## src/pcxrle_pkg.sv

```systemverilog
// ----------------------------------------------------------------------------
// pcxrle_pkg
// Shared types and constants of the PCX run-length plane decoder.
// ----------------------------------------------------------------------------
package pcxrle_pkg;

    // Byte values at or above this open a run
    localparam logic [7:0] RUN_MARK = 8'hC0;

    // Width of the result byte offset
    localparam int OFFSET_W = 26;

    // Configuration register indexes (word address bits)
    localparam logic [1:0] REG_LINE_BYTES = 2'd0;
    localparam logic [1:0] REG_LINE_COUNT = 2'd1;
    localparam logic [1:0] REG_PLANES     = 2'd2;

    // Decoded request between front end and sequencer
    typedef struct packed {
        logic [7:0] value;
        logic [5:0] count;
    } t_cmd;

    // Control flags that travel with each result down the back pipeline
    typedef struct packed {
        logic valid;
        logic done;
        logic last;
    } t_flags;

endpackage

```

## src/pcxrle_front.sv

```systemverilog
// ----------------------------------------------------------------------------
// pcxrle_front
// Classifies encoded bytes into runs and literals and issues requests.
// ----------------------------------------------------------------------------
module pcxrle_front (
    input  logic                i_clk,
    input  logic                i_rst_n,
    input  logic                i_accept,
    input  logic [7:0]          i_byte,
    output logic                o_push,
    output pcxrle_pkg::t_cmd    o_cmd
);

    logic       r_await_color;
    logic       n_await_color;
    logic [5:0] r_pending_count;
    logic [5:0] n_pending_count;

    // Classify the accepted byte; drop zero-length runs here
    always_comb begin
        n_await_color   = r_await_color;
        n_pending_count = r_pending_count;
        o_push          = 1'b0;
        o_cmd.value     = i_byte;
        o_cmd.count     = 6'd1;
        if (i_accept) begin
            if (r_await_color) begin
                n_await_color = 1'b0;
                o_cmd.count   = r_pending_count;
                o_push        = (r_pending_count != 6'd0);
            end else if (i_byte >= pcxrle_pkg::RUN_MARK) begin
                n_await_color   = 1'b1;
                n_pending_count = i_byte[5:0];
            end else begin
                o_push = 1'b1;
            end
        end
    end

    // Hold the run header state
    always_ff @(posedge i_clk) begin
        if (!i_rst_n) begin
            r_await_color   <= 1'b0;
            r_pending_count <= 6'd0;
        end else begin
            r_await_color   <= n_await_color;
            r_pending_count <= n_pending_count;
        end
    end

endmodule

```

## src/pcxrle_queue.sv

```systemverilog
// ----------------------------------------------------------------------------
// pcxrle_queue
// Two-entry request queue between the front end and the sequencer.
// ----------------------------------------------------------------------------
module pcxrle_queue (
    input  logic                i_clk,
    input  logic                i_rst_n,
    input  logic                i_push,
    input  pcxrle_pkg::t_cmd    i_cmd,
    input  logic                i_pop,
    output logic                o_valid,
    output logic                o_full,
    output pcxrle_pkg::t_cmd    o_cmd
);

    pcxrle_pkg::t_cmd r_entry [2];
    logic             r_wr_ptr;
    logic             r_rd_ptr;
    logic [1:0]       r_count;

    assign o_valid = (r_count != 2'd0);
    assign o_full  = (r_count == 2'd2);
    assign o_cmd   = r_entry[r_rd_ptr];

    // Store pushed requests
    always_ff @(posedge i_clk) begin
        if (i_push) begin
            r_entry[r_wr_ptr] <= i_cmd;
        end
    end

    // Advance pointers and occupancy
    always_ff @(posedge i_clk) begin
        if (!i_rst_n) begin
            r_wr_ptr <= 1'b0;
            r_rd_ptr <= 1'b0;
            r_count  <= 2'd0;
        end else begin
            if (i_push) begin
                r_wr_ptr <= ~r_wr_ptr;
            end
            if (i_pop) begin
                r_rd_ptr <= ~r_rd_ptr;
            end
            case ({i_push, i_pop})
                2'b10:   r_count <= r_count + 2'd1;
                2'b01:   r_count <= r_count - 2'd1;
                default: r_count <= r_count;
            endcase
        end
    end

endmodule

```

## src/pcxrle_seq.sv

```systemverilog
// ----------------------------------------------------------------------------
// pcxrle_seq
// Emits the pixels of each request and walks column, plane and row.
// ----------------------------------------------------------------------------
module pcxrle_seq #(
    parameter int CW = 12,
    parameter int RW = 12,
    parameter int WW = 13,
    parameter int HW = 13
) (
    input  logic                i_clk,
    input  logic                i_rst_n,
    input  logic                i_en,
    input  logic                i_q_valid,
    input  pcxrle_pkg::t_cmd    i_q_cmd,
    output logic                o_q_pop,
    input  logic [WW-1:0]       i_eff_w,
    input  logic [HW-1:0]       i_eff_h,
    input  logic [2:0]          i_eff_p,
    output pcxrle_pkg::t_flags  o_flags,
    output logic [7:0]          o_value,
    output logic [CW-1:0]       o_col,
    output logic [RW-1:0]       o_row,
    output logic [1:0]          o_plane,
    output logic [WW-1:0]       o_w,
    output logic [2:0]          o_p
);

    logic          r_busy,      n_busy;
    logic [7:0]    r_value,     n_value;
    logic [5:0]    r_remaining, n_remaining;
    logic [CW-1:0] r_col,       n_col;
    logic [1:0]    r_plane,     n_plane;
    logic [RW-1:0] r_row,       n_row;
    logic          r_finished,  n_finished;

    logic [CW:0]   col_inc;
    logic [2:0]    plane_inc;
    logic [RW:0]   row_inc;
    logic          col_wrap;
    logic          plane_wrap;
    logic          row_last;
    logic          row_end;
    logic          emit;
    logic          last_now;

    pcxrle_pkg::t_flags r_flags;
    logic [7:0]         r_out_value;
    logic [CW-1:0]      r_out_col;
    logic [RW-1:0]      r_out_row;
    logic [1:0]         r_out_plane;
    logic [WW-1:0]      r_out_w;
    logic [2:0]         r_out_p;

    // Position advance and run control
    always_comb begin
        col_inc    = {1'b0, r_col} + {{CW{1'b0}}, 1'b1};
        plane_inc  = {1'b0, r_plane} + 3'd1;
        row_inc    = {1'b0, r_row} + {{RW{1'b0}}, 1'b1};
        col_wrap   = (32'(col_inc) >= 32'(i_eff_w));
        plane_wrap = (plane_inc >= i_eff_p);
        row_last   = (32'(row_inc) >= 32'(i_eff_h));
        row_end    = col_wrap && plane_wrap;
        emit       = r_busy && i_en;
        last_now   = (r_remaining == 6'd1) || row_end;
        o_q_pop    = i_q_valid && i_en && (!r_busy || last_now);

        n_busy      = r_busy;
        n_value     = r_value;
        n_remaining = r_remaining;
        n_col       = r_col;
        n_plane     = r_plane;
        n_row       = r_row;
        n_finished  = r_finished;

        if (emit) begin
            n_remaining = r_remaining - 6'd1;
            n_col       = col_wrap ? '0 : col_inc[CW-1:0];
            if (col_wrap) begin
                n_plane = plane_wrap ? 2'd0 : plane_inc[1:0];
                if (plane_wrap) begin
                    if (row_last) begin
                        n_finished = 1'b1;
                    end else begin
                        n_row = row_inc[RW-1:0];
                    end
                end
            end
            if (last_now) begin
                n_busy = 1'b0;
            end
        end

        // Load the next request; discard it once the image is complete
        if (o_q_pop && !n_finished) begin
            n_busy      = 1'b1;
            n_value     = i_q_cmd.value;
            n_remaining = i_q_cmd.count;
        end
    end

    // Hold sequencer state
    always_ff @(posedge i_clk) begin
        if (!i_rst_n) begin
            r_busy      <= 1'b0;
            r_remaining <= 6'd0;
            r_col       <= '0;
            r_plane     <= 2'd0;
            r_row       <= '0;
            r_finished  <= 1'b0;
        end else begin
            r_busy      <= n_busy;
            r_remaining <= n_remaining;
            r_col       <= n_col;
            r_plane     <= n_plane;
            r_row       <= n_row;
            r_finished  <= n_finished;
        end
        r_value <= n_value;
    end

    // Register the emitted pixel for the address stages
    always_ff @(posedge i_clk) begin
        if (!i_rst_n) begin
            r_flags <= '0;
        end else if (i_en) begin
            r_flags.valid <= emit;
            r_flags.done  <= row_end && row_last;
            r_flags.last  <= last_now;
        end
        if (i_en) begin
            r_out_value <= r_value;
            r_out_col   <= r_col;
            r_out_row   <= r_row;
            r_out_plane <= r_plane;
            r_out_w     <= i_eff_w;
            r_out_p     <= i_eff_p;
        end
    end

    assign o_flags = r_flags;
    assign o_value = r_out_value;
    assign o_col   = r_out_col;
    assign o_row   = r_out_row;
    assign o_plane = r_out_plane;
    assign o_w     = r_out_w;
    assign o_p     = r_out_p;

endmodule

```

## src/pcxrle_addr.sv

```systemverilog
// ----------------------------------------------------------------------------
// pcxrle_addr
// Two-stage byte offset computation and the output register.
// ----------------------------------------------------------------------------
module pcxrle_addr #(
    parameter int CW = 12,
    parameter int RW = 12,
    parameter int WW = 13
) (
    input  logic                          i_clk,
    input  logic                          i_rst_n,
    input  logic                          i_en,
    input  pcxrle_pkg::t_flags            i_flags,
    input  logic [7:0]                    i_value,
    input  logic [CW-1:0]                 i_col,
    input  logic [RW-1:0]                 i_row,
    input  logic [1:0]                    i_plane,
    input  logic [WW-1:0]                 i_w,
    input  logic [2:0]                    i_p,
    output pcxrle_pkg::t_flags            o_flags,
    output logic [7:0]                    o_value,
    output logic [pcxrle_pkg::OFFSET_W-1:0] o_offset
);

    localparam int OW = pcxrle_pkg::OFFSET_W;

    pcxrle_pkg::t_flags r_flags2;
    logic [RW+WW-1:0]   r_prod;
    logic [7:0]         r_value2;
    logic [CW-1:0]      r_col2;
    logic [1:0]         r_plane2;
    logic [2:0]         r_p2;

    pcxrle_pkg::t_flags r_flags3;
    logic [7:0]         r_value3;
    logic [OW-1:0]      r_offset3;

    logic [OW-1:0]      pix;
    logic [OW-1:0]      scaled;
    logic [OW-1:0]      offset;

    // Stage two: row times line width
    always_ff @(posedge i_clk) begin
        if (!i_rst_n) begin
            r_flags2 <= '0;
        end else if (i_en) begin
            r_flags2 <= i_flags;
        end
        if (i_en) begin
            r_prod   <= (RW+WW)'(i_row) * (RW+WW)'(i_w);
            r_value2 <= i_value;
            r_col2   <= i_col;
            r_plane2 <= i_plane;
            r_p2     <= i_p;
        end
    end

    // Scale the pixel index by the plane count and place the plane byte
    always_comb begin
        pix = OW'(r_prod) + OW'(r_col2);
        case (r_p2)
            3'd1:    scaled = pix;
            3'd2:    scaled = pix << 1;
            3'd3:    scaled = (pix << 1) + pix;
            default: scaled = pix << 2;
        endcase
        offset = scaled + OW'(r_p2) - OW'(1) - OW'(r_plane2);
    end

    // Stage three: output register
    always_ff @(posedge i_clk) begin
        if (!i_rst_n) begin
            r_flags3 <= '0;
        end else if (i_en) begin
            r_flags3 <= r_flags2;
        end
        if (i_en) begin
            r_value3  <= r_value2;
            r_offset3 <= offset;
        end
    end

    assign o_flags  = r_flags3;
    assign o_value  = r_value3;
    assign o_offset = r_offset3;

endmodule

```

## src/pcx_rle_plane_decoder.sv

```systemverilog
// ----------------------------------------------------------------------------
// pcx_rle_plane_decoder
// PCX run-length decoder that writes each plane byte with its interleaved
// memory offset.
// ----------------------------------------------------------------------------
// Path: a literal or run color byte passes the queue, the sequencer, the multiply
//   stage and the output register before its first result appears.
// Throughput: the sequencer emits one pixel per cycle while the back pipeline is
//   not stalled; a run header issues no request to it.
// Reset (synchronous, active low) clears position, queue, pipeline and
//   registers (line_bytes, line_count, planes back to 1).
// ----------------------------------------------------------------------------
module pcx_rle_plane_decoder #(
    parameter int MAX_WIDTH  = 4096,
    parameter int MAX_HEIGHT = 4096
) (
    input  logic                            i_clk,
    input  logic                            i_rst_n,
    // Encoded byte stream
    input  logic                            i_valid,
    output logic                            o_stall,
    input  logic [7:0]                      i_encoded_byte,
    // Decoded pixel stream
    output logic                            o_valid,
    input  logic                            i_stall,
    output logic [7:0]                      o_pixel_value,
    output logic [pcxrle_pkg::OFFSET_W-1:0] o_byte_offset,
    output logic                            o_image_done,
    output logic                            o_last,
    // Register port
    input  logic                            psel,
    input  logic                            penable,
    input  logic                            pwrite,
    input  logic [3:0]                      paddr,
    input  logic [31:0]                     pwdata,
    output logic [31:0]                     prdata,
    output logic                            pready
);

    localparam int CW = (MAX_WIDTH  > 1) ? $clog2(MAX_WIDTH)  : 1;
    localparam int RW = (MAX_HEIGHT > 1) ? $clog2(MAX_HEIGHT) : 1;
    localparam int WW = $clog2(MAX_WIDTH + 1);
    localparam int HW = $clog2(MAX_HEIGHT + 1);

    logic [12:0] r_line_bytes;
    logic [12:0] r_line_count;
    logic [2:0]  r_planes;

    logic [WW-1:0] eff_w;
    logic [HW-1:0] eff_h;
    logic [2:0]    eff_p;

    logic             en;
    logic             in_accept;
    logic             push;
    pcxrle_pkg::t_cmd front_cmd;
    logic             q_valid;
    logic             q_full;
    logic             q_pop;
    pcxrle_pkg::t_cmd q_cmd;

    pcxrle_pkg::t_flags s1_flags;
    logic [7:0]         s1_value;
    logic [CW-1:0]      s1_col;
    logic [RW-1:0]      s1_row;
    logic [1:0]         s1_plane;
    logic [WW-1:0]      s1_w;
    logic [2:0]         s1_p;
    pcxrle_pkg::t_flags out_flags;

    // Register writes
    always_ff @(posedge i_clk) begin
        if (!i_rst_n) begin
            r_line_bytes <= 13'd1;
            r_line_count <= 13'd1;
            r_planes     <= 3'd1;
        end else if (psel && penable && pwrite && pready) begin
            case (paddr[3:2])
                pcxrle_pkg::REG_LINE_BYTES: r_line_bytes <= pwdata[12:0];
                pcxrle_pkg::REG_LINE_COUNT: r_line_count <= pwdata[12:0];
                pcxrle_pkg::REG_PLANES:     r_planes     <= pwdata[2:0];
                default: ;
            endcase
        end
    end

    // Register reads
    always_comb begin
        case (paddr[3:2])
            pcxrle_pkg::REG_LINE_BYTES: prdata = {19'd0, r_line_bytes};
            pcxrle_pkg::REG_LINE_COUNT: prdata = {19'd0, r_line_count};
            pcxrle_pkg::REG_PLANES:     prdata = {29'd0, r_planes};
            default:                    prdata = 32'd0;
        endcase
    end

    assign pready = 1'b1;

    // Clamp registers to their working ranges
    always_comb begin
        if (r_line_bytes == 13'd0) begin
            eff_w = WW'(1);
        end else if (32'(r_line_bytes) > 32'(MAX_WIDTH)) begin
            eff_w = WW'(MAX_WIDTH);
        end else begin
            eff_w = WW'(r_line_bytes);
        end
        if (r_line_count == 13'd0) begin
            eff_h = HW'(1);
        end else if (32'(r_line_count) > 32'(MAX_HEIGHT)) begin
            eff_h = HW'(MAX_HEIGHT);
        end else begin
            eff_h = HW'(r_line_count);
        end
        if (r_planes == 3'd0) begin
            eff_p = 3'd1;
        end else if (r_planes > 3'd4) begin
            eff_p = 3'd4;
        end else begin
            eff_p = r_planes;
        end
    end

    // Back pipeline moves unless a result is held by the consumer
    assign en        = !(o_valid && i_stall);
    assign o_stall   = q_full;
    assign in_accept = i_valid && !o_stall;

    pcxrle_front u_front (
        .i_clk    (i_clk),
        .i_rst_n  (i_rst_n),
        .i_accept (in_accept),
        .i_byte   (i_encoded_byte),
        .o_push   (push),
        .o_cmd    (front_cmd)
    );

    pcxrle_queue u_queue (
        .i_clk    (i_clk),
        .i_rst_n  (i_rst_n),
        .i_push   (push),
        .i_cmd    (front_cmd),
        .i_pop    (q_pop),
        .o_valid  (q_valid),
        .o_full   (q_full),
        .o_cmd    (q_cmd)
    );

    pcxrle_seq #(
        .CW (CW),
        .RW (RW),
        .WW (WW),
        .HW (HW)
    ) u_seq (
        .i_clk     (i_clk),
        .i_rst_n   (i_rst_n),
        .i_en      (en),
        .i_q_valid (q_valid),
        .i_q_cmd   (q_cmd),
        .o_q_pop   (q_pop),
        .i_eff_w   (eff_w),
        .i_eff_h   (eff_h),
        .i_eff_p   (eff_p),
        .o_flags   (s1_flags),
        .o_value   (s1_value),
        .o_col     (s1_col),
        .o_row     (s1_row),
        .o_plane   (s1_plane),
        .o_w       (s1_w),
        .o_p       (s1_p)
    );

    pcxrle_addr #(
        .CW (CW),
        .RW (RW),
        .WW (WW)
    ) u_addr (
        .i_clk    (i_clk),
        .i_rst_n  (i_rst_n),
        .i_en     (en),
        .i_flags  (s1_flags),
        .i_value  (s1_value),
        .i_col    (s1_col),
        .i_row    (s1_row),
        .i_plane  (s1_plane),
        .i_w      (s1_w),
        .i_p      (s1_p),
        .o_flags  (out_flags),
        .o_value  (o_pixel_value),
        .o_offset (o_byte_offset)
    );

    assign o_valid      = out_flags.valid;
    assign o_image_done = out_flags.done;
    assign o_last       = out_flags.last;

endmodule

```

## config.mk

```make
export PLATFORM = sky130hd
export DESIGN_NAME = pcx_rle_plane_decoder
export DESIGN_NICKNAME = d
export VERILOG_FILES = /design/src/pcxrle_pkg.sv /design/src/pcxrle_front.sv /design/src/pcxrle_queue.sv /design/src/pcxrle_seq.sv /design/src/pcxrle_addr.sv /design/src/pcx_rle_plane_decoder.sv
export SDC_FILE = /design/constraint.sdc
export NUM_CORES = 1
export LEC_CHECK = 0
export ABC_CLOCK_PERIOD_IN_PS = 5800
export BUFFER_PORTS_ARGS = -buffer_cell sky130_fd_sc_hd__buf_2
export CAP_MARGIN = 20
export CORE_ASPECT_RATIO = 0.6
export CORE_MARGIN = 2
export CORE_UTILIZATION = 50
export DETAILED_ROUTE_END_ITERATION = 16
export PLACE_DENSITY_LB_ADDON = 0.12
export SETUP_SLACK_MARGIN = 0.1
export SYNTH_ARGS = -nofsm -noshare
export SYNTH_HDL_FRONTEND = slang
export SYNTH_HIERARCHICAL = 1
export SYNTH_SLANG_ARGS = --single-unit
```

## constraint.sdc

```tcl
create_clock -name i_clk -period 5.8 [get_ports i_clk]
set_input_delay 0.87 -clock i_clk [delete_from_list [all_inputs] [get_ports i_clk]]
set_output_delay 0.87 -clock i_clk [all_outputs]
set_load 0.05 [all_outputs]
```

=== Word level (Yosys, flattened, before mapping) ===
Memory sizes are Yosys's and may differ from the RTL's. A register that Yosys moved wholly into a read port is not among the register bits.
Cells that the tools add are included.

* Flip-flop bits (word level): 225
* Memory bits (writable): 28
* Input port bits: 51
* Output and inout bits: 71
* Word-level logic and storage cells: 133
* Memories: 1

{| class="wikitable"
|+ Memories
! memory !! depth !! bits a word !! rd ports !! clocked after memory_dff !! write ports !! line !! RTL
|-
| u_queue.r_entry || 2 || 14 || 1 || 1 || 1 || pcxrle_queue.sv:16 || <nowiki>pcxrle_pkg::t_cmd r_entry [2];</nowiki>
|}

* Add/sub/neg operators: 11
* $mul: 1
* Magnitude comparators: 7
* Equal/unequal tests: 9
* Muxes and demuxes: 31
* Bitwise gates (word level): 4
* Reductions and logical operators: 32

{| class="wikitable"
|+ Operators with widths
! operator !! number
|-
| 26-bit case mux with 3 select lines || 1
|-
| 13-bit two-way mux || 4
|-
| 13-bit case mux with 3 select lines || 1
|-
| 12-bit by 1-bit adder with 13-bit output (second input constant) || 2
|-
| 25-bit by 12-bit adder with 26-bit output || 1
|-
| 26-bit adder || 1
|-
| 26-bit by 3-bit adder with 26-bit output || 1
|-
| 13-bit >= comparator || 2
|-
| 13-bit > comparator (second input constant) || 2
|-
| 13-bit logical NOT || 2
|-
| 26-bit by 1-bit subtractor with 26-bit output (second input constant) || 1
|-
| 26-bit by 2-bit subtractor with 26-bit output || 1
|-
| 12-bit by 13-bit multiplier with 25-bit output || 1
|-
| 6-bit two-way mux || 4
|-
| 1-bit two-way mux || 16
|-
| 12-bit two-way mux || 1
|-
| 1-bit logical AND || 10
|-
| 2-bit AND reduction || 5
|-
| 8-bit >= comparator (second input constant) || 1
|-
| 2-bit nonzero test || 4
|-
| 2-bit equality test (second input constant) || 3
|-
| 3-bit by 2-bit equality test with 1-bit output (second input constant) || 2
|-
| 6-bit by 1-bit equality test with 1-bit output (second input constant) || 1
|-
| 3-bit two-way mux || 2
|-
| other kinds (18) || 26
|}

=== Depth between registers and ports, before layout ===
Gate-level depths: netlist (run 1).

* Word-level depth: 12
* Gate-level depth with buffers: 33

=== Cells and area by module ===
The synthesis (run 1) kept the hierarchy.

{| class="wikitable"
|+ Modules (own cells, without submodules)
! module !! times used !! cells each !! area an instance (um2)
|-
| pcxrle_addr || 1 || 1268 || 11707.5
|-
| pcxrle_seq || 1 || 408 || 4538.1
|-
| pcx_rle_plane_decoder || 1 || 209 || 1741.7
|-
| pcxrle_queue || 1 || 65 || 1222.4
|-
| pcxrle_front || 1 || 49 || 425.4
|}

=== Worst setup path after synthesis (run 1) ===
Ideal clock, no wire load.

* Kind: reg-to-reg
* Start: register u_addr.r_prod[0]
* End: register u_addr.r_offset3[25], in the netlist u_addr/o_offset[25] (data pin)
* Setup time: 0.268 ns
* Data arrival time: 6.121 ns
* Required time: 5.532 ns
* Path slack: -0.589 ns
* Stages on the path, launching flop included: 34
* Path buffers: 0
* Period minus slack after synthesis: 6.389 ns
* Cells stage by stage: edfxtp_1 ha_1 inv_1 fa_1 nor2b_4 o31a_4 o21ai_0 o21bai_1 xnor2_1 ha_1 nand4_1 o21ai_0 a41oi_1 nand2b_1 a21o_1 a21oi_1 xor2_1 nor2_1 a21oi_1 o21ai_0 or2_2 inv_1 ha_1 o21ai_1 a21boi_1 o21ai_1 nor2_1 a211oi_2 a21oi_1 and4_1 a2111oi_2 o21ai_0 a31oi_1 xnor3_1

* Longest elaborated chain between the ends: 6

{| class="wikitable"
|+ RTL lines
! what !! line !! RTL
|-
| start: declaration || pcxrle_addr.sv:28 || <nowiki>logic [RW+WW-1:0] r_prod;</nowiki>
|-
| start signal: assignment || pcxrle_addr.sv:50 || <nowiki>r_prod <= (RW+WW)'(i_row) * (RW+WW)'(i_w);</nowiki>
|-
| 25-bit by 12-bit adder with 26-bit output (*) || pcxrle_addr.sv:60 || <nowiki>pix = OW'(r_prod) + OW'(r_col2);</nowiki>
|-
| 26-bit adder || pcxrle_addr.sv:64 || <nowiki>3'd3: scaled = (pix << 1) + pix;</nowiki>
|-
| 26-bit case mux with 3 select lines (*) || pcxrle_addr.sv:61 || <nowiki>case (r_p2)</nowiki>
|-
| 26-bit by 3-bit adder with 26-bit output (*) || pcxrle_addr.sv:67 || <nowiki>offset = scaled + OW'(r_p2) - OW'(1) - OW'(r_plane2);</nowiki>
|-
| 26-bit by 1-bit subtractor with 26-bit output (*) || pcxrle_addr.sv:67 ||
|-
| 26-bit by 2-bit subtractor with 26-bit output (*) || pcxrle_addr.sv:67 ||
|-
| via u_addr.offset[25] || pcxrle_addr.sv:40 || <nowiki>logic [OW-1:0] offset;</nowiki>
|-
| end signal: assignment || pcxrle_addr.sv:79 || <nowiki>r_offset3 <= offset;</nowiki>
|-
| end: declaration || pcxrle_addr.sv:36 || <nowiki>logic [OW-1:0] r_offset3;</nowiki>
|}

The timed path passes the listed nets; every way through them passes the cells marked *.
A chain may end at the register's enable or synchronous reset.

=== Worst setup path after layout (run 1) ===
Same ends and word-level chain as after synthesis.

==> results.rst, run 1 <==
.. list-table::
   :header-rows: 1

   * - Metric
     - Value
   * - Number of inserted diodes
     - 0
   * - CTS Sinks
     - around 250
   * - Global-route usage over all layers
     - between 20% and 30%
   * - Asr flop ratio synth
     - 0%
   * - Number of failing setup endpoints in the final timing report
     - 2
   * - Length of the first detailed-routing pass in iterations
     - 7
   * - Gate count after technology mapping
     - roughly 2000
   * - CORE AREA
     - around 40000 um2
   * - Share of the yosys chip area belonging to registers
     - between 30% and 40%
   * - Standby leakage power
     - approximately 11 nW
   * - Global route overflow
     - 0
   * - Die Y
     - roughly 160 um
   * - Fin crit share
     - 103.3%
   * - Crit-path slowest cell
     - sky130_fd_sc_hd__a2111oi_4
   * - Max transition margin
     - between 30% and 40%
   * - Leading cell types by total area after synthesis
     - sky130_fd_sc_hd__edfxtp_1, sky130_fd_sc_hd__fa_1, sky130_fd_sc_hd__ha_1, sky130_fd_sc_hd__dfxtp_1, sky130_fd_sc_hd__nand2_1
   * - Critical Path Fanout Max
     - 4
   * - Residual antenna-violating net count after detailed routing
     - 0
   * - CP Data Required Time
     - just over 6000 ps
   * - Share of final-layout standard cells stronger than drive strength 1
     - between 20% and 30%
   * - Worst Max-Slew Pin Slew
     - 1026 ps
   * - Skew final
     - between 10 and 15 ps
   * - Vias per Instance
     - around 5.4
   * - Leading cell type by number of instances after synthesis
     - sky130_fd_sc_hd__nand2_1
   * - Filler-free cell count of the finished design
     - between 2000 and 3000
   * - Total power
     - 6.688 mW
   * - Xor/xnor share of the synthesized area
     - under 10%
   * - Data arrival time of the worst path
     - between 6000 and 7000 ps
   * - Root buffer cell
     - sky130_fd_sc_hd__clkbuf_16
   * - Sum of routed wire length over all layers
     - approximately 45 mm
   * - Initial antenna violation count
     - 1
   * - Top FF cell, synth
     - sky130_fd_sc_hd__edfxtp_1
   * - Global routing's busiest layer
     - met2
   * - Port Buffers
     - 80
   * - TritonCTS buffer count
     - 26
   * - Number of enable flip-flop cells after synthesis
     - 170
   * - Effective utilization at floorplan
     - between 50% and 60%
   * - Proportion of netlist area held by the largest area contributor
     - between 20% and 30%
   * - Pre-CTS setup slack
     - -338.0 ps
   * - Hold violation count in the final report
     - 0
   * - Layout area overhead
     - 18.02%
   * - Time the worst path needs with I/O delays and setup
     - between 5000 and 6000 ps
   * - Most area-hungry cell type in the Yosys netlist
     - sky130_fd_sc_hd__edfxtp_1
   * - Routing usage on met3
     - 4.187%
   * - Adder-cell area share of the yosys netlist
     - a little over a fifth
   * - GR Util met1
     - 33.41%
   * - Largest delay share family, worst path
     - compound AO/OA/AOI/OAI gates
   * - Largest stage delay on the critical path
     - 380 ps
   * - Setup TNS
     - -198.0 ps
   * - Final Core Density
     - roughly three fifths
   * - Met2 routing resource usage after global routing
     - about a third
   * - Vias after detailed routing
     - between 10000 and 15000
   * - Site Rows
     - 56
   * - Type of the most critical hold path
     - flip-flop to flip-flop
   * - DRC violation count after routing
     - 0
   * - DP Cell Count
     - between 2000 and 3000
   * - Buffers & Inverters on Critical Path
     - 4
   * - Pins over their slew limit
     - 0
   * - Hold bufs inserted after CTS
     - 0
   * - Maximum level of the CTS H-tree
     - 1
   * - Failing checks
     - negative setup slack
   * - Die width
     - between 200 and 300 um
   * - Power density over cell area
     - 288.6 nW/um2
   * - Worst Path Class, Setup
     - flip-flop to flip-flop
   * - Critical Path Start Type
     - flip-flop
   * - Number of global-route vias before repair
     - 14560
   * - Detailed-placement wirelength estimate
     - around 34 mm
   * - Post-synthesis mux area share
     - roughly 4.3%
   * - Top cell types by occurrence after synthesis
     - sky130_fd_sc_hd__nand2_1, sky130_fd_sc_hd__inv_1, sky130_fd_sc_hd__edfxtp_1
   * - Average instance area after synthesis
     - roughly 10 um2
   * - Max-cap violations
     - 0
   * - Gpl congestion
     - ~0.88
   * - First-pass GRT wire length
     - 73.80 mm
   * - Later-pin clock latency in the skew report
     - 570 ps
   * - Nets@finish
     - between 2000 and 3000
   * - Maximum VDD drop
     - approximately 270 uV
   * - Drt wl/cell
     - 16.35 um
   * - Type of destination of the critical path
     - flip-flop
   * - CTS tree
     - yes
   * - Summed instance area of the synthesized netlist
     - 19640 um2
   * - Count of synthesis-stage warnings from yosys
     - 6
   * - Pin count of the biggest net entering global routing
     - a little under 80
   * - Synthesized-area fraction occupied by and/or/nand/nor cells
     - ~16%
   * - Clk pin slew, worst setup/hold paths
     - roughly 60 ps
   * - First-iteration detailed-routing DRC count
     - about 1100
   * - Fmax
     - ~170 MHz
   * - Boundary Pins
     - approximately 120
   * - Register bit count reported by yosys
     - between 200 and 300
   * - Post-layout worst setup margin
     - -189.4 ps
   * - Die Area
     - between 40000 and 50000 um2
   * - Synth cell types
     - 103
   * - Setup repair after global routing missed its margin
     - true
   * - Combinational family with the most area after synthesis
     - adder cells
   * - Maximum buffer depth of the clock tree
     - 3
   * - Run status
     - finished with violations
   * - Complex-gate fraction of the synthesized area
     - a little under an eighth
[metal layers]
metal  up-vias  share of wire [%]
met5         -                  0
met4         0                1.4
met3        49                6.6
met2       373                 43
met1      7232                 49
li1       7205                  -
[placed cells by master (no fill, tap or decap), drive strengths merged, types with 9 or more instances in the layout]
master / count
a211oi: 20
a21boi: 19
a21o: 29
a21oi: 80
a31oi: 10
and2: 61
and3: 24
buf: 270
clkbuf: 33
clkinv: 14
conb: 20
dfxtp: 84
edfxtp: 170
fa: 115
ha: 159
inv: 210
mux2: 15
mux2i: 68
nand2: 281
nand2b: 14
nand3: 33
nor2: 100
nor2b: 56
nor3: 27
o21a: 24
o21ai: 71
or2: 9
xnor2: 63
xor2: 38
[path summary, 6_finish.rpt]
| kind | start | end | slack (ps) | depth (start not counted) |
|---|---|---|---|---|
| hold / removal | u_seq/r_value[5] | u_seq/o_value[5] | 420 | 0 |
| hold reg to reg | u_seq/r_value[5] | u_seq/o_value[5] | 420 | 0 |
| setup / recovery | u_addr/r_prod[0] | u_addr/o_offset[25] | -190 | 33 |
| setup reg to reg | u_addr/r_prod[0] | u_addr/o_offset[25] | -190 | 33 |
[stage by stage]
stage | cell area (um2) | hold slack [ps]
6_report | 23170 | 417.8
5_1_grt | 23170 | 428.0
4_1_cts | 22700 | 419.5
3_5_place_dp | 21520 | 404.5
3_3_place_gp | 21520 | 401.9
2_1_floorplan | 19820 | 400.3
[registers in the layout, summed over array words and instances (netlist names), 3 cells and up, named ones only]
name,flops
u_queue/r_entry,28
u_seq/o_row,12
u_seq/o_col,12
u_addr/r_flags2,3
u_front/r_pending_count,6
u_addr/r_prod,25
u_seq/o_flags,3
u_addr/o_value,8
u_addr/r_col2,12
u_seq/r_col,12
u_seq/o_p,3
u_seq/r_value,8
u_seq/o_value,8
r_line_bytes,13
u_seq/r_row,12
r_planes,3
u_addr/o_offset,26
r_line_count,13
u_addr/o_flags,3
u_seq/r_remaining,6
u_addr/r_p2,3
u_seq/o_w,13
u_addr/r_value2,8
[report_power, final]
part	internal, mW	switching, mW
sequential	2.34	0.135
combinational	1.12	1.49
clock	0.849	0.750
[cell families (layout without fill, tap and decap cells)]
family	Yosys count	in the layout
AO/OA/AOI/OAI	330	330
other	2	20
AND/OR/NAND/NOR	645	645
multiplexers	83	83
XOR/XNOR	102	102
buffers and inverters	309	529
adder cells (fa/ha/maj)	274	274
flip-flops	254	254
[final cells by class]
class / count / area [um2]
Clock inverter: 15 / 108.9
Sequential cell: 254 / 6787
Tap cell: 522 / 653.1
Multi-Input combinational cell: 1454 / 12280
Timing Repair Buffer: 270 / 1857
Inverter: 211 / 797.0
Fill cell: 3316 / 15710
Clock buffer: 33 / 686.9
[what timing repair did]
action                     in CTS  in global routing
setup buffers                  19                 20
cloned                          0                  0
pin swaps                      36                 51
resized for setup              38                 59
setup endpoints to repair       7                 17
(Power assumes the default switching activity.)
==> run 2, diff against run 1 <==
- CORE_UTILIZATION: 50 -> 40
==> results.rst, run 2 (synthesized netlist as in run 1, its figures left out) <==
.. list-table::
   :header-rows: 1

   * - Metric
     - Value
   * - Critical Path Start Type
     - flip-flop
   * - Crit-path slowest cell
     - sky130_fd_sc_hd__a2111oi_4
   * - Hold bufs inserted after CTS
     - 0
   * - Detailed-placement wirelength estimate
     - approximately 35 mm
   * - Critical Path Fanout Max
     - 4
   * - Standby leakage power
     - ~11 nW
   * - Global-route usage over all layers
     - roughly 18%
   * - Number of inserted diodes
     - 0
   * - Post-layout instance area
     - 23490 um2
   * - Nets@finish
     - 2554
   * - Gpl congestion
     - 0.8385
   * - Data arrival time of the worst path
     - ~6300 ps
   * - Residual antenna-violating net count after detailed routing
     - 0
   * - Effective utilization at floorplan
     - between 40 and 50%
   * - Endpoint of the worst register-to-register path
     - u_addr/o_offset[25]
   * - Power density over cell area
     - between 200 and 300 nW/um2
   * - Leading cell type in the layout, fill and taps excluded
     - sky130_fd_sc_hd__nand2_1
   * - DRC violation count after routing
     - 0
   * - Worst Max-Slew Pin Slew
     - 895.3 ps
   * - Largest stage delay on the critical path
     - around 400 ps
   * - Type of destination of the critical path
     - flip-flop
   * - Max-cap violations
     - 0
   * - Clk pin slew, worst setup/hold paths
     - ~60 ps
   * - Count of fill cells added during filler insertion
     - 4487
   * - Vias per Instance
     - between 5 and 6
   * - Largest register by flop count
     - u_queue/r_entry
   * - Drt wl/cell
     - 15.88 um
   * - Fmax
     - approximately 170 MHz
   * - Global route overflow
     - 0
   * - Number of failing setup endpoints in the final timing report
     - 2
   * - Share of final-layout standard cells stronger than drive strength 1
     - around a fifth
   * - Die Area
     - ~51000 um2
   * - Type of the most critical hold path
     - flip-flop to flip-flop
   * - Top library cells by usage in the layout, fill and taps aside
     - sky130_fd_sc_hd__nand2_1, sky130_fd_sc_hd__inv_1, sky130_fd_sc_hd__buf_4
   * - First-pass GRT wire length
     - approximately 76 mm
   * - Vias after detailed routing
     - between 10000 and 15000
   * - Setup repair after global routing missed its margin
     - true
   * - CTS Sinks
     - 254
   * - Initial antenna violation count
     - 0
   * - Time the worst path needs with I/O delays and setup
     - 5983 ps
   * - Hold violation count in the final report
     - 0
   * - TritonCTS buffer count
     - 28
   * - Worst Hold Path Cells
     - 0
   * - Boundary Pins
     - 122
   * - Failing checks
     - negative setup slack
   * - Skew final
     - slightly below 30 ps
   * - Maximum VDD drop
     - 218.9 uV
   * - Total power
     - between 6 and 7 mW
   * - Standard cell area after detailed placement
     - approximately 22000 um2
   * - WHS Endpoint
     - u_addr/r_value2[5]
   * - Layout area overhead
     - 19.61%
   * - Pin count of the biggest net entering global routing
     - 114
   * - Reg-to-reg critical path startpoint
     - u_addr/r_prod[0]
   * - Pins over their slew limit
     - 0
   * - CORE AREA
     - around 48000 um2
   * - Later-pin clock latency in the skew report
     - roughly 590 ps
   * - Number of global-route vias before repair
     - ~15000
   * - FF-to-FF path depth
     - 33
   * - Die width
     - approximately 290 um
   * - CTS tree
     - yes
   * - Max transition margin
     - 40.31%
   * - Run status
     - finished with violations
   * - Port Buffers
     - 80
   * - Hold Path Origin
     - u_seq/o_value[5]
   * - Length of the first detailed-routing pass in iterations
     - 5
   * - CP Data Required Time
     - ~6000 ps
   * - Site Rows
     - 62
   * - Flip-flop count of the largest register after layout
     - 28
   * - Maximum buffer depth of the clock tree
     - 3
   * - First-iteration detailed-routing DRC count
     - about 840
   * - Fin crit share
     - 103.2%
   * - Die Y
     - about 180 um
   * - Setup slack of the worst register-to-register path
     - -180 ps
   * - Post-layout worst setup margin
     - -183.3 ps
   * - Worst Path Class, Setup
     - flip-flop to flip-flop
   * - Maximum level of the CTS H-tree
     - 1
   * - Setup TNS
     - -185.2 ps
   * - Sum of routed wire length over all layers
     - between 40 and 50 mm
   * - Root buffer cell
     - sky130_fd_sc_hd__clkbuf_16
## run 2: what timing repair did
action	4_1_cts	5_1_grt
setup buffers	19	8
hold endpoints to repair	0	0
setup endpoints to repair	8	15
pin swaps	56	25
resized for setup	48	39
## run 2: critical path: cells and delay by family, from the launching register on
kind	cells	cell delay, ps
AND/OR/NAND/NOR	7	860
AO/OA/AOI/OAI	17	2670
XOR/XNOR	3	690
buffers and inverters	2	110
flip-flops	1	330
adder cells (fa/ha/maj)	4	1050
## run 2: through the flow
stage / instances / hold slack, ps / worst slack (ps) / utilization, %
after floorplan: 2017 / 400.3 / 70.27 / -
after global placement: 2810 / 402.3 / -256.4 / 45.29
after detailed placement: 2810 / 404.5 / -352.2 / 45.29
after CTS: 2881 / 416.0 / -165.0 / 48.03
after global routing: 2891 / 423.8 / -601.6 / 48.75
final: 2891 / 413.5 / -183.3 / 48.75
## run 2: worst max-delay path by stage
stage / startpoint / endpoint / slack [ps] / depth (start not counted)
after floorplan: u_addr/r_col2[0] / u_addr/o_offset[25] / 70 / 33
after global routing: u_addr/r_col2[0] / u_addr/o_offset[25] / -600 / 33
final: u_addr/r_prod[0] / u_addr/o_offset[25] / -180 / 33
after detailed placement: u_addr/r_col2[0] / u_addr/o_offset[25] / -350 / 31
after global placement: u_addr/r_col2[0] / u_addr/o_offset[25] / -260 / 31
after CTS: u_addr/r_prod[0] / u_addr/o_offset[25] / -170 / 33
## run 2: layout make-up
| type | count | area (um2) | area share [%] |
|---|---|---|---|
| clock buffer | 33 | 719.4 | 3.063 |
| timing repair buffer | 280 | 1973 | 8.402 |
| clock inverter | 19 | 177.7 | 0.7565 |
| multi-input combinational | 1454 | 12230 | 52.08 |
| tap | 640 | 800.8 | 3.410 |
| sequential | 254 | 6787 | 28.90 |
| inverter | 211 | 797.0 | 3.394 |
## run 2: report_power, final
part	internal, mW	switching, mW
combinational	1.11	1.49
clock	0.948	0.786
sequential	2.34	0.133
total	4.40	2.41
## run 2: routing by layer
layer	global-route usage, %	share of wire, %	wire length [um]
met1	28.31	53	24300
met2	27.16	41	18840
met3	3.012	4.9	2239
met4	2.626	1.2	529
met5	0	0	0
==> run 3, diff against run 2 <==
- CTS_BUF_LIST: default -> sky130_fd_sc_hd__clkbuf_16
- PLACE_DENSITY_LB_ADDON: 0.12 -> 0.3
==> results.rst, run 3 (synthesized netlist as in run 1, its figures left out) <==
.. list-table::
   :header-rows: 1

   * - Metric
     - Value
   * - Pins over their slew limit
     - 0
   * - CP Data Required Time
     - about 6100 ps
   * - Setup slack of the worst register-to-register path
     - -290 ps
   * - Largest stage delay on the critical path
     - ~370 ps
   * - Type of the most critical hold path
     - flip-flop to flip-flop
   * - Filler-free cell count of the finished design
     - roughly 2900
   * - Cell-internal power
     - between 4 and 5 mW
   * - Critical Path Start Type
     - flip-flop
   * - Layout area overhead
     - 20.53%
   * - Flip-flop count of the largest register after layout
     - 28
   * - Port Buffers
     - 80
   * - Max transition margin
     - about two fifths
   * - Leading cell type in the layout, fill and taps excluded
     - sky130_fd_sc_hd__nand2_1
   * - Most prevalent standard cell on the critical path
     - sky130_fd_sc_hd__a21oi_2
   * - Worst slack on hold paths
     - 412.8 ps
   * - Root buffer cell
     - sky130_fd_sc_hd__clkbuf_16
   * - Largest delay share family, worst path
     - compound AO/OA/AOI/OAI gates
   * - Power density over cell area
     - 297.5 nW/um2
   * - Switching power
     - roughly 2.4 mW
   * - Run status
     - finished with violations
   * - Initial antenna violation count
     - 0
   * - Drt wl/cell
     - about 16 um
   * - Detailed-placement wirelength estimate
     - between 30 and 40 mm
   * - Fmax
     - 164.1 MHz
   * - Boundary Pins
     - around 120
   * - Endpoint of the worst register-to-register path
     - u_addr/o_offset[25]
   * - Failing checks
     - negative setup slack
   * - Skew final
     - around 11 ps
   * - Effective utilization at floorplan
     - just over 40%
   * - CORE AREA
     - between 40000 and 50000 um2
   * - Setup repair after global routing missed its margin
     - true
   * - Critical Path Fanout Max
     - 4
   * - DRC violation count after routing
     - 0
   * - Residual antenna-violating net count after detailed routing
     - 0
   * - Sequential share of power
     - approximately a third
   * - Maximum level of the CTS H-tree
     - 1
   * - Standby leakage power
     - about 11 nW
   * - Number of global-route vias before repair
     - 14800
   * - Share of final-layout standard cells stronger than drive strength 1
     - 22.05%
   * - Die Area
     - 50930 um2
   * - Post-layout worst setup margin
     - -292.5 ps
   * - Global-route usage over all layers
     - 18.19%
   * - Global route overflow
     - 0
   * - Length of the first detailed-routing pass in iterations
     - 6
   * - Die Y
     - around 180 um
   * - Sum of routed wire length over all layers
     - between 40 and 50 mm
   * - Hold Path Origin
     - u_seq/o_value[0]
   * - Nets@finish
     - 2560
   * - Worst Path Class, Setup
     - flip-flop to flip-flop
   * - DP Cell Count
     - 2804
   * - CTS tree
     - yes
   * - Maximum buffer depth of the clock tree
     - 3
   * - Hold bufs inserted after CTS
     - 0
   * - First-iteration detailed-routing DRC count
     - just under 1000
   * - Site Rows
     - just over 60
   * - Hold violation count in the final report
     - 0
   * - Vias per Instance
     - 5.129
   * - TritonCTS buffer count
     - 26
   * - WHS Endpoint
     - u_addr/r_value2[0]
   * - Number of failing setup endpoints in the final timing report
     - 3
   * - First-pass GRT wire length
     - approximately 76 mm
   * - Largest register by flop count
     - u_queue/r_entry
   * - FF-to-FF path depth
     - 34
   * - Data arrival time of the worst path
     - between 6000 and 7000 ps
   * - Time the worst path needs with I/O delays and setup
     - around 6100 ps
   * - Switching fraction of total power
     - 34.19%
   * - Pin count of the biggest net entering global routing
     - between 100 and 150
   * - Type of destination of the critical path
     - flip-flop
   * - Later-pin clock latency in the skew report
     - between 500 and 600 ps
   * - Worst Max-Slew Pin Slew
     - 873.1 ps
   * - Gpl congestion
     - ~0.86
   * - Fin crit share
     - 105.0%
   * - Top library cells by usage in the layout, fill and taps aside
     - sky130_fd_sc_hd__nand2_1, sky130_fd_sc_hd__inv_1, sky130_fd_sc_hd__buf_4
   * - Part of the power in combinational logic
     - a little under two fifths
   * - Vias after detailed routing
     - ~15000
   * - Die width
     - 290.0 um
   * - Clk pin slew, worst setup/hold paths
     - ~60 ps
   * - Pre-CTS setup slack
     - -416.8 ps
   * - Worst Hold Path Cells
     - 0
   * - Max-cap violations
     - 0
   * - Number of inserted diodes
     - 0
   * - Crit-path slowest cell
     - sky130_fd_sc_hd__edfxtp_1
   * - Buffers & Inverters on Critical Path
     - 3
   * - Reg-to-reg critical path startpoint
     - u_addr/r_prod[0]
   * - CTS Sinks
     - ~250
   * - Portion of total power attributed to the clock network
     - between 20% and 30%
   * - Maximum VDD drop
     - roughly 340 uV
## run 3: cell types whose count changed in the layout (fill, tap and decap cells not counted), sizes merged
| cell | before | now |
|---|---|---|
| buf | 280 | 288 |
| inv | 209 | 210 |
| bufinv | 1 | 7 |
| clkbuf | 33 | 26 |
| clkinv | 17 | 12 |
## run 3: power by group through the flow
| stage | combinational (mW) | clock, mW | sequential, mW |
|---|---|---|---|
| after floorplan | 1.31 | 0 | 2.88 |
| after global placement | 2.34 | 0 | 2.52 |
| after detailed placement | 2.39 | 0 | 2.52 |
| after CTS | 2.59 | 1.92 | 2.49 |
| after global routing | 2.96 | 1.99 | 2.51 |
| final | 2.70 | 1.87 | 2.47 |
## run 3: layout make-up
| class | instances | area [um2] |
|---|---|---|
| clock inverters | 21 | 304.0 |
| flip-flops and latches | 254 | 6787 |
| well taps | 640 | 800.8 |
| multi-input cells | 1454 | 12300 |
| fillers | 4421 | 24510 |
| repair buffers | 288 | 2021 |
| clock buffers | 26 | 650.6 |
| inverters | 211 | 799.5 |
## run 3: worst max path at each step
stage	cells past startpoint	to	start	slack, ps
after global placement	35	u_addr/o_offset[25]	u_addr/r_col2[0]	-300
after CTS	34	u_addr/o_offset[25]	u_addr/r_prod[0]	-220
final	34	u_addr/o_offset[25]	u_addr/r_prod[0]	-290
after floorplan	33	u_addr/o_offset[25]	u_addr/r_col2[0]	70
after detailed placement	35	u_addr/o_offset[25]	u_addr/r_col2[0]	-420
after global routing	34	u_addr/o_offset[25]	u_addr/r_col2[0]	-630
## run 3: stage by stage
stage	setup TNS, ps	util [%]	power, mW	instance area [um2]
floorplan	0	-	4.185	19820
global placement	-538.4	45.17	4.860	21760
detailed placement	-1163	45.17	4.911	21760
CTS	-471.2	48.03	7.001	23140
global route	-2094	49.12	7.465	23670
finish	-627.1	49.12	7.041	23670
## run 3: per-layer routing
layer  wire length (um)  track usage [%]
met1              23590            27.84
met2              19390            27.34
met3               2495            2.784
met4                668            3.125
met5                  0                0
## run 3: worst register-to-register path: cells and delay by family (launching register included)
family / cells / cell delay [ps]
buffers and inverters: 3 / 290
and+or+nand+nor: 6 / 830
DFF: 1 / 370
xor gates and xnor gates: 3 / 580
adders and majority gates: 4 / 900
AOI/OAI and AO/OA: 18 / 2850
## run 3: timing repair
action                     in CTS  in global routing
hold endpoints to repair        0                  0
buffers inserted               21                 25
setup endpoints to repair       9                 16
pin swaps                      42                 58
resized for setup              43                 76
